## src/rtl/gsp_pkg.sv

```systemverilog
// shared types and constants for the gsm septet pack/unpack block
// no dependencies; used by every module under rtl
package gsp_pkg;

  localparam logic [7:0] SEPTET_MASK = 8'h7f;
  localparam logic [2:0] GROUP_BYTES = 3'd7;
  localparam int unsigned FIFO_DEPTH = 4;

  typedef struct packed {
    logic [7:0] in_byte;
    logic       last_item;
  } in_t;

  typedef struct packed {
    logic [7:0] out_byte;
    logic       last_out;
  } out_t;

  // one classified item: one or two result bytes
  typedef struct packed {
    logic       two;
    logic [7:0] b0;
    logic [7:0] b1;
    logic       last;
  } entry_t;

endpackage

```

## src/rtl/gsp_front.sv

```systemverilog
// front end: direction register, group state and per-item classification
// depends on gsp_pkg
module gsp_front (
  input  logic           clk,
  input  logic           rst,
  input  logic           cfg_wr_en,
  input  logic           cfg_wr_data,
  input  logic           accept,
  input  gsp_pkg::in_t   item,
  output logic           wr,
  output gsp_pkg::entry_t entry
);
  import gsp_pkg::*;

  logic       dir;
  logic [2:0] pos;
  logic [7:0] left;
  logic [2:0] pos_next;
  logic [7:0] left_next;

  logic [2:0] p;
  logic [7:0] unp_r0;
  logic [7:0] unp_left;
  logic       unp_wrap;
  logic [3:0] pk_sh;
  logic [7:0] pk_r0;
  logic [7:0] pk_left;
  logic [2:0] pk_pos;
  logic       pk_flush;
  logic [2:0] new_pos;
  logic [7:0] new_left;

  always_comb begin
    // unpack path
    p        = (pos == GROUP_BYTES) ? 3'd0 : pos;
    unp_r0   = (8'(item.in_byte << p) | left) & SEPTET_MASK;
    unp_left = item.in_byte >> (GROUP_BYTES - p);
    unp_wrap = (p == GROUP_BYTES - 3'd1);
    // pack path
    pk_sh    = 4'd8 - {1'b0, pos};
    pk_r0    = 8'(item.in_byte << pk_sh) | left;
    pk_left  = (pos == 3'd0) ? item.in_byte : (item.in_byte >> pos);
    pk_pos   = pos + 3'd1;
    pk_flush = item.last_item && (pk_pos != 3'd0);

    entry.last = item.last_item;
    if (!dir) begin
      entry.two = unp_wrap;
      entry.b0  = unp_r0;
      entry.b1  = unp_left;
      wr        = accept;
      new_pos   = unp_wrap ? 3'd0 : p + 3'd1;
      new_left  = unp_wrap ? 8'd0 : unp_left;
    end else begin
      if (pos == 3'd0) begin
        // first of a group: stored, sent only as a flush
        entry.two = 1'b0;
        entry.b0  = pk_left;
        entry.b1  = pk_left;
        wr        = accept && pk_flush;
      end else begin
        entry.two = pk_flush;
        entry.b0  = pk_r0;
        entry.b1  = pk_left;
        wr        = accept;
      end
      new_pos  = pk_pos;
      new_left = pk_left;
    end

    if (!accept) begin
      pos_next  = pos;
      left_next = left;
    end else if (item.last_item) begin
      pos_next  = 3'd0;
      left_next = 8'd0;
    end else begin
      pos_next  = new_pos;
      left_next = new_left;
    end
  end

  always_ff @(posedge clk) begin
    if (rst) begin
      dir  <= 1'b0;
      pos  <= 3'd0;
      left <= 8'd0;
    end else if (cfg_wr_en) begin
      dir  <= cfg_wr_data;
      pos  <= 3'd0;
      left <= 8'd0;
    end else begin
      pos  <= pos_next;
      left <= left_next;
    end
  end

endmodule

```

## src/rtl/gsp_fifo.sv

```systemverilog
// short entry queue between front and back ends
// depends on gsp_pkg
module gsp_fifo #(
  parameter int unsigned DEPTH = gsp_pkg::FIFO_DEPTH
) (
  input  logic            clk,
  input  logic            rst,
  input  logic            wr,
  input  gsp_pkg::entry_t wr_data,
  input  logic            rd,
  output gsp_pkg::entry_t rd_data,
  output logic            full,
  output logic            nonempty
);
  import gsp_pkg::*;

  localparam int unsigned PTR_W = (DEPTH > 1) ? $clog2(DEPTH) : 1;
  localparam int unsigned CNT_W = $clog2(DEPTH + 1);

  entry_t             mem [DEPTH];
  logic [PTR_W-1:0]   wptr;
  logic [PTR_W-1:0]   rptr;
  logic [CNT_W-1:0]   count;

  function automatic logic [PTR_W-1:0] bump(input logic [PTR_W-1:0] v);
    return (v == PTR_W'(DEPTH - 1)) ? '0 : v + PTR_W'(1);
  endfunction

  assign full     = (count == CNT_W'(DEPTH));
  assign nonempty = (count != '0);
  assign rd_data  = mem[rptr];

  always_ff @(posedge clk) begin
    if (wr) begin
      mem[wptr] <= wr_data;
    end
  end

  always_ff @(posedge clk) begin
    if (rst) begin
      wptr  <= '0;
      rptr  <= '0;
      count <= '0;
    end else begin
      if (wr) begin
        wptr <= bump(wptr);
      end
      if (rd) begin
        rptr <= bump(rptr);
      end
      if (wr && !rd) begin
        count <= count + CNT_W'(1);
      end else if (rd && !wr) begin
        count <= count - CNT_W'(1);
      end
    end
  end

endmodule

```

## src/rtl/gsp_back.sv

```systemverilog
// back end: expands queued entries into single results on the output port
// depends on gsp_pkg
module gsp_back (
  input  logic            clk,
  input  logic            rst,
  input  gsp_pkg::entry_t head,
  input  logic            head_valid,
  output logic            head_rd,
  input  logic            pop,
  output logic            empty,
  output gsp_pkg::out_t   result
);
  import gsp_pkg::*;

  entry_t cur;
  logic   cur_valid;
  logic   phase;
  logic   final_res;
  logic   done;

  assign final_res       = phase || !cur.two;
  assign done            = pop && cur_valid && final_res;
  assign head_rd         = head_valid && (!cur_valid || done);
  assign empty           = !cur_valid;
  assign result.out_byte = phase ? cur.b1 : cur.b0;
  assign result.last_out = cur.last && final_res;

  always_ff @(posedge clk) begin
    if (rst) begin
      cur_valid <= 1'b0;
      phase     <= 1'b0;
    end else if (!cur_valid || done) begin
      cur_valid <= head_valid;
      phase     <= 1'b0;
    end else if (pop) begin
      phase <= 1'b1;
    end
  end

  always_ff @(posedge clk) begin
    if (head_rd) begin
      cur <= head;
    end
  end

endmodule

```

## src/rtl/gsm_septet_pack_unpack_top.sv

```systemverilog
// top level of the gsm 7-bit septet pack/unpack block
// depends on gsp_pkg, gsp_front, gsp_fifo, gsp_back
//
// usage
//   input queue: drive item and push; a transfer happens at a clock edge with
//   push high and full low. item.last_item marks the final byte of a message.
//   result queue: while empty is low the oldest result sits on result; a
//   transfer happens at a clock edge with pop high and empty low.
//   result.last_out marks the final result of a message.
//   cfg_wr_en/cfg_wr_data write the direction bit (0 unpack, 1 pack) and
//   abandon any message in progress; write only while the block is idle.
// timing
//   one input transfer per cycle while full is low. an item's first result
//   becomes visible after the queue write and then the output register load.
//   the output port gives one result per cycle while pop is high, so items
//   that yield two results (seventh byte when unpacking, flush when packing)
//   take two output transfers; the entry queue absorbs the difference.
// reset
//   rst (synchronous) sets unpack mode, clears group state and empties
//   both the entry queue and the output register.
// stall
//   when pop stays low the output register holds; the queue fills and full
//   rises once FIFO_DEPTH entries wait, stopping input transfers.
module gsm_septet_pack_unpack_top #(
  parameter int unsigned FIFO_DEPTH = gsp_pkg::FIFO_DEPTH
) (
  input  logic          clk,
  input  logic          rst,
  input  logic          cfg_wr_en,
  input  logic          cfg_wr_data,
  input  logic          push,
  output logic          full,
  input  gsp_pkg::in_t  item,
  input  logic          pop,
  output logic          empty,
  output gsp_pkg::out_t result
);
  import gsp_pkg::*;

  logic   accept;
  logic   fifo_wr;
  entry_t fifo_in;
  entry_t fifo_head;
  logic   fifo_rd;
  logic   fifo_full;
  logic   fifo_nonempty;

  // input transfer
  assign accept = push && !fifo_full;
  assign full   = fifo_full;

  // classify and update group state
  gsp_front u_front (
    .clk         (clk),
    .rst         (rst),
    .cfg_wr_en   (cfg_wr_en),
    .cfg_wr_data (cfg_wr_data),
    .accept      (accept),
    .item        (item),
    .wr          (fifo_wr),
    .entry       (fifo_in)
  );

  // decoupling queue
  gsp_fifo #(
    .DEPTH (FIFO_DEPTH)
  ) u_fifo (
    .clk      (clk),
    .rst      (rst),
    .wr       (fifo_wr),
    .wr_data  (fifo_in),
    .rd       (fifo_rd),
    .rd_data  (fifo_head),
    .full     (fifo_full),
    .nonempty (fifo_nonempty)
  );

  // emit results one per cycle while pop is high
  gsp_back u_back (
    .clk        (clk),
    .rst        (rst),
    .head       (fifo_head),
    .head_valid (fifo_nonempty),
    .head_rd    (fifo_rd),
    .pop        (pop),
    .empty      (empty),
    .result     (result)
  );

  // queue is never written while full
  assert property (@(posedge clk) disable iff (rst) !(fifo_wr && fifo_full))
    else $error("entry queue written while full");

  // a message end always yields at least one result
  assert property (@(posedge clk) disable iff (rst)
    (accept && item.last_item) |-> fifo_wr)
    else $error("last item produced no entry");

  // reset leaves no result on the port
  assert property (@(posedge clk) rst |=> empty)
    else $error("result shown right after reset");

endmodule
```

## config.mk

```make
export PLATFORM = sky130hd
export DESIGN_NAME = gsm_septet_pack_unpack_top
export DESIGN_NICKNAME = d
export VERILOG_FILES = /design/src/rtl/gsp_pkg.sv /design/src/rtl/gsp_front.sv /design/src/rtl/gsp_fifo.sv /design/src/rtl/gsp_back.sv /design/src/rtl/gsm_septet_pack_unpack_top.sv
export SDC_FILE = /design/constraint.sdc
export NUM_CORES = 1
export LEC_CHECK = 0
export ABC_AREA = 1
export BUFFER_PORTS_ARGS = -buffer_cell sky130_fd_sc_hd__buf_2
export CAP_MARGIN = 20
export CORE_AREA = 2 2 125 97
export CTS_CLUSTER_SIZE = 14
export DETAILED_ROUTE_END_ITERATION = 10
export DIE_AREA = 0 0 127 99
export HOLD_SLACK_MARGIN = 0.1
export PLACE_DENSITY = 0.64
export SYNTH_ARGS = -nofsm -noshare
export SYNTH_HDL_FRONTEND = slang
export SYNTH_SLANG_ARGS = --single-unit
```

## constraint.sdc

```tcl
create_clock -name clk -period 2.9 [get_ports clk]
set_input_delay 0.145 -clock clk [delete_from_list [all_inputs] [get_ports clk]]
set_output_delay 0.145 -clock clk [all_outputs]
set_load 0.005 [all_outputs]
```

==> results.md <==
- Commonest non-fill, non-tap cell in the layout: nand2_1
- Count of max-cap constraint violations: 0
- Metal1 wirelength: 6.87 mm
- Total design power: 4610 uW
- Via count of the first global-routing pass: 4,243
- Detailed Route Iter0 Violations: 393
- Highest cell delay on the worst timing path: 0.45 ns
- TritonCTS clock tree: built
- Number of endpoints with negative hold slack in the final report: 0
- Wire length of the first global-routing pass: 22.6 mm
- Maximum number of pins on one net before global-route repair: 39
- Length of routed met3 wiring: 848 um
- Mean post-synth cell area: 9.26 sq um
- Number of fill cells: 1,062
- Clock period minus final worst setup slack: 2.52 ns
- Overall via count from detail_route: 4,369
- Number of nets produced by synthesis: 630
- Width of the die: 127 um
- IO Count: 26
- Count of mapped cells out of synthesis: 601
- Final slew viol count: 0
- Critical Path, Cell by Cell: inv_4 > ha_1 > ha_1 > nand2_1 > o21ai_2 > inv_1 > ha_1 > inv_1 > fa_1 > a21oi_1 > o21ai_0 > a21oi_1 > o21a_1
- Power density of the placed cells: 750 mW/mm^2
- Count of nets left with antenna violations after detail routing: 0
- Clock Path Buffers: 2
- Drt via density: 5.61
- Slew Limit Headroom: 57.6%
- Synth warn: 0
- Number of library cell types mapped by synthesis: 45
- Number of port buffers: 25
- Endpoint arrival time on the critical path: 2.82 ns
- Cell area after technology mapping: 0.00557 sq mm
- Critical path launch point type: register
- FF+latch area: 0.00312 sq mm
- Top library cells by usage in the layout, fill and taps aside: 135 x nand2_1, 90 x edfxtp_1, 67 x nor2_1
- Share of flip-flops with an asynchronous set or reset after synthesis: 0%
- Critical Path End Type: register
- Worst vdd rail ir drop: 0.000338 V
- Wire length on met2: 6.45 mm
- Worst R2R Start: u_front.pos[1]
- Routed wire length: 14.3 mm
- RSZ-0062 raised after global routing: no
- Vert. Die Dim: 99 um
- Cell area after placement: 0.00583 sq mm
- Critical setup path kind: reg2reg
- Worst-Skew Late Latency: 0.35 ns
- Routed wire length per instance: 18.3 um
- Slew @ Worst Pin: 0.635 ns
- Sinks on the clock net: 111
- Final Hold Slack: 0.105 ns
- Depth of the CTS H-tree: 3
- Cell chosen for the clock root: clkbuf_16
- Core Region: 0.0113 sq mm
- Clock-pin slew on the worst setup and hold paths: 0.08 ns
- Cell type of the slowest stage on the worst timing path: dfxtp_2
- TritonCTS buffer count: 9
- Remaining Overflow, GRT: 0
- Final Skew: 0.0117 ns
- Static power due to leakage: 0.00241 uW
- Number of remaining DRC errors: 0
- Run status: finished, final reports clean
- Cell repeated most along the worst path: ha_1
- Total negative setup slack: 0 ns
- Largest fanout on the critical path: 10
- Area growth, synth to finish: 10.5%
- Share of synthesized area occupied by flip-flops and latches: 56.1%
- Hold WC Path Type: in2reg
- Area of the die: 0.0126 sq mm
- Ratio of cells with drive above 1 in the final layout: 14.0%
- # setup viols final: 0
- Post-layout net count: 659
- Gpl congestion: 1.00
- Number of antenna violations at the first check in global routing: 0
- Post-layout instance area: 0.00615 sq mm
- Overall track demand over capacity in global routing: 23.8%
- Final HPWL from detailed placement: 10.1 mm
- Top routing layer in use: met4
- Count of standard-cell rows: 34
- Data required time at the worst endpoint: 3.20 ns
- Dominant register cell in the synthesized netlist: edfxtp_1
- Top cell family by delay on the critical path: adder cells
- Count of flip-flops with a built-in enable after synthesis: 90
- Initial cell density of the core: 49.2%
- Beginning of the worst hold path: rst
- Number of antenna diodes: 0
- Multi-input gate area: 0.00210 sq mm
- Crit. Startpoint: u_front.pos[1]
- Maximum clock frequency: 0.396 GHz
- CP bufs+invs: 3
- Fin crit share: 87.0%
- TritonRoute pass-1 iters: 4
- Flop and latch count out of synthesis: 111
## registers in the layout, summed over array words and instances (netlist names)
| name | flops |
|---|---|
| u_back.cur_valid | 1 |
| u_front.left | 8 |
| u_front.dir | 1 |
| u_front.pos | 3 |
| u_fifo.mem | 72 |
| u_fifo.count | 3 |
| u_fifo.rptr | 2 |
| u_back.cur | 18 |
| u_back.phase | 1 |
| u_fifo.wptr | 2 |
## Yosys cell counts, types with 3 or more instances
cell type,n,area (sq um)
nand2_1,135,507
edfxtp_1,90,2700
nor2_1,67,251
o21ai_0,52,260
inv_1,41,154
nand3_1,33,165
a21oi_1,23,115
dfxtp_1,21,420
o22ai_1,18,113
clkbuf_1,13,48.8
ha_1,13,163
o21ai_1,10,50.1
o211ai_1,9,67.6
inv_2,8,30.0
buf_2,6,30.0
nand2_2,6,37.5
a211oi_1,4,30.0
a21oi_2,4,35.0
nor2_2,4,25.0
nor3_1,4,20.0
buf_6,3,33.8
nand3_2,3,30.0
nand4_1,3,18.8
o21a_1,3,22.5
## final cells by class
cell class                 count  share of cell area (%)
sequential                   111                    50.8
multi-input combinational    412                    34.1
timing repair buffer          43                    4.40
clock buffer                  10                    3.72
inverter                      53                    3.32
tap                          144                    2.93
clock inverter                 6                   0.733
## power breakdown
part	total (uW)	switching, uW	internal, uW
clock network	1140	555	589
logic	1270	855	412
registers	2200	95.4	2110
total	4610	1510	3110
## stage by stage
step / worst slack (ns) / instances / utilization (%)
floorplan: 0.269 / 601 / -
global placement: 0.356 / 759 / 51.5
detailed placement: 0.258 / 759 / 51.5
CTS: 0.242 / 779 / 54.3
global route: 0.134 / 779 / 54.3
finish: 0.377 / 779 / 54.3
## worst register-to-register path: cells and delay by family (launching register included)
kind            cells  cell delay, ns
fa+ha+maj           4            0.95
compound gates      5            0.63
flops               1            0.45
buf+inv             3            0.22
simple gates        1            0.20
## routing by layer
| metal | up-vias | global-route usage [%] |
|---|---|---|
| met4 | 0 | 4.40 |
| met3 | 11 | 6.30 |
| met2 | 111 | 37.1 |
| met5 | - | 0 |
| met1 | 2125 | 34.2 |
| li1 | 2122 | - |
## worst paths after layout
path / to / slack (ns) / cells after the start
setup / recovery: u_fifo.count[2] / 0.38 / 13
hold / removal: u_back.cur_valid / 0.11 / 2
setup reg to reg: u_fifo.count[2] / 0.38 / 13
hold reg to reg: u_front.left[6] / 0.47 / 2
## cells by family (layout without fill, tap and decap cells)
family	Yosys count	count (layout)	share of synthesized area, %
adders and majority gates	14	14	3.28
xor gates and xnor gates	1	1	0.157
DFF	111	111	56.1
AOI/OAI and AO/OA	133	133	13.9
and+or+nand+nor	264	264	20.3
buffers and inverters	78	112	6.23
## repair_timing
item,in CTS,in global routing
buffers inserted,0,0
resized for setup,0,1
hold endpoints to repair,6,0
hold buffers,4,0
setup endpoints to repair,0,1
(Power assumes the default switching activity.)
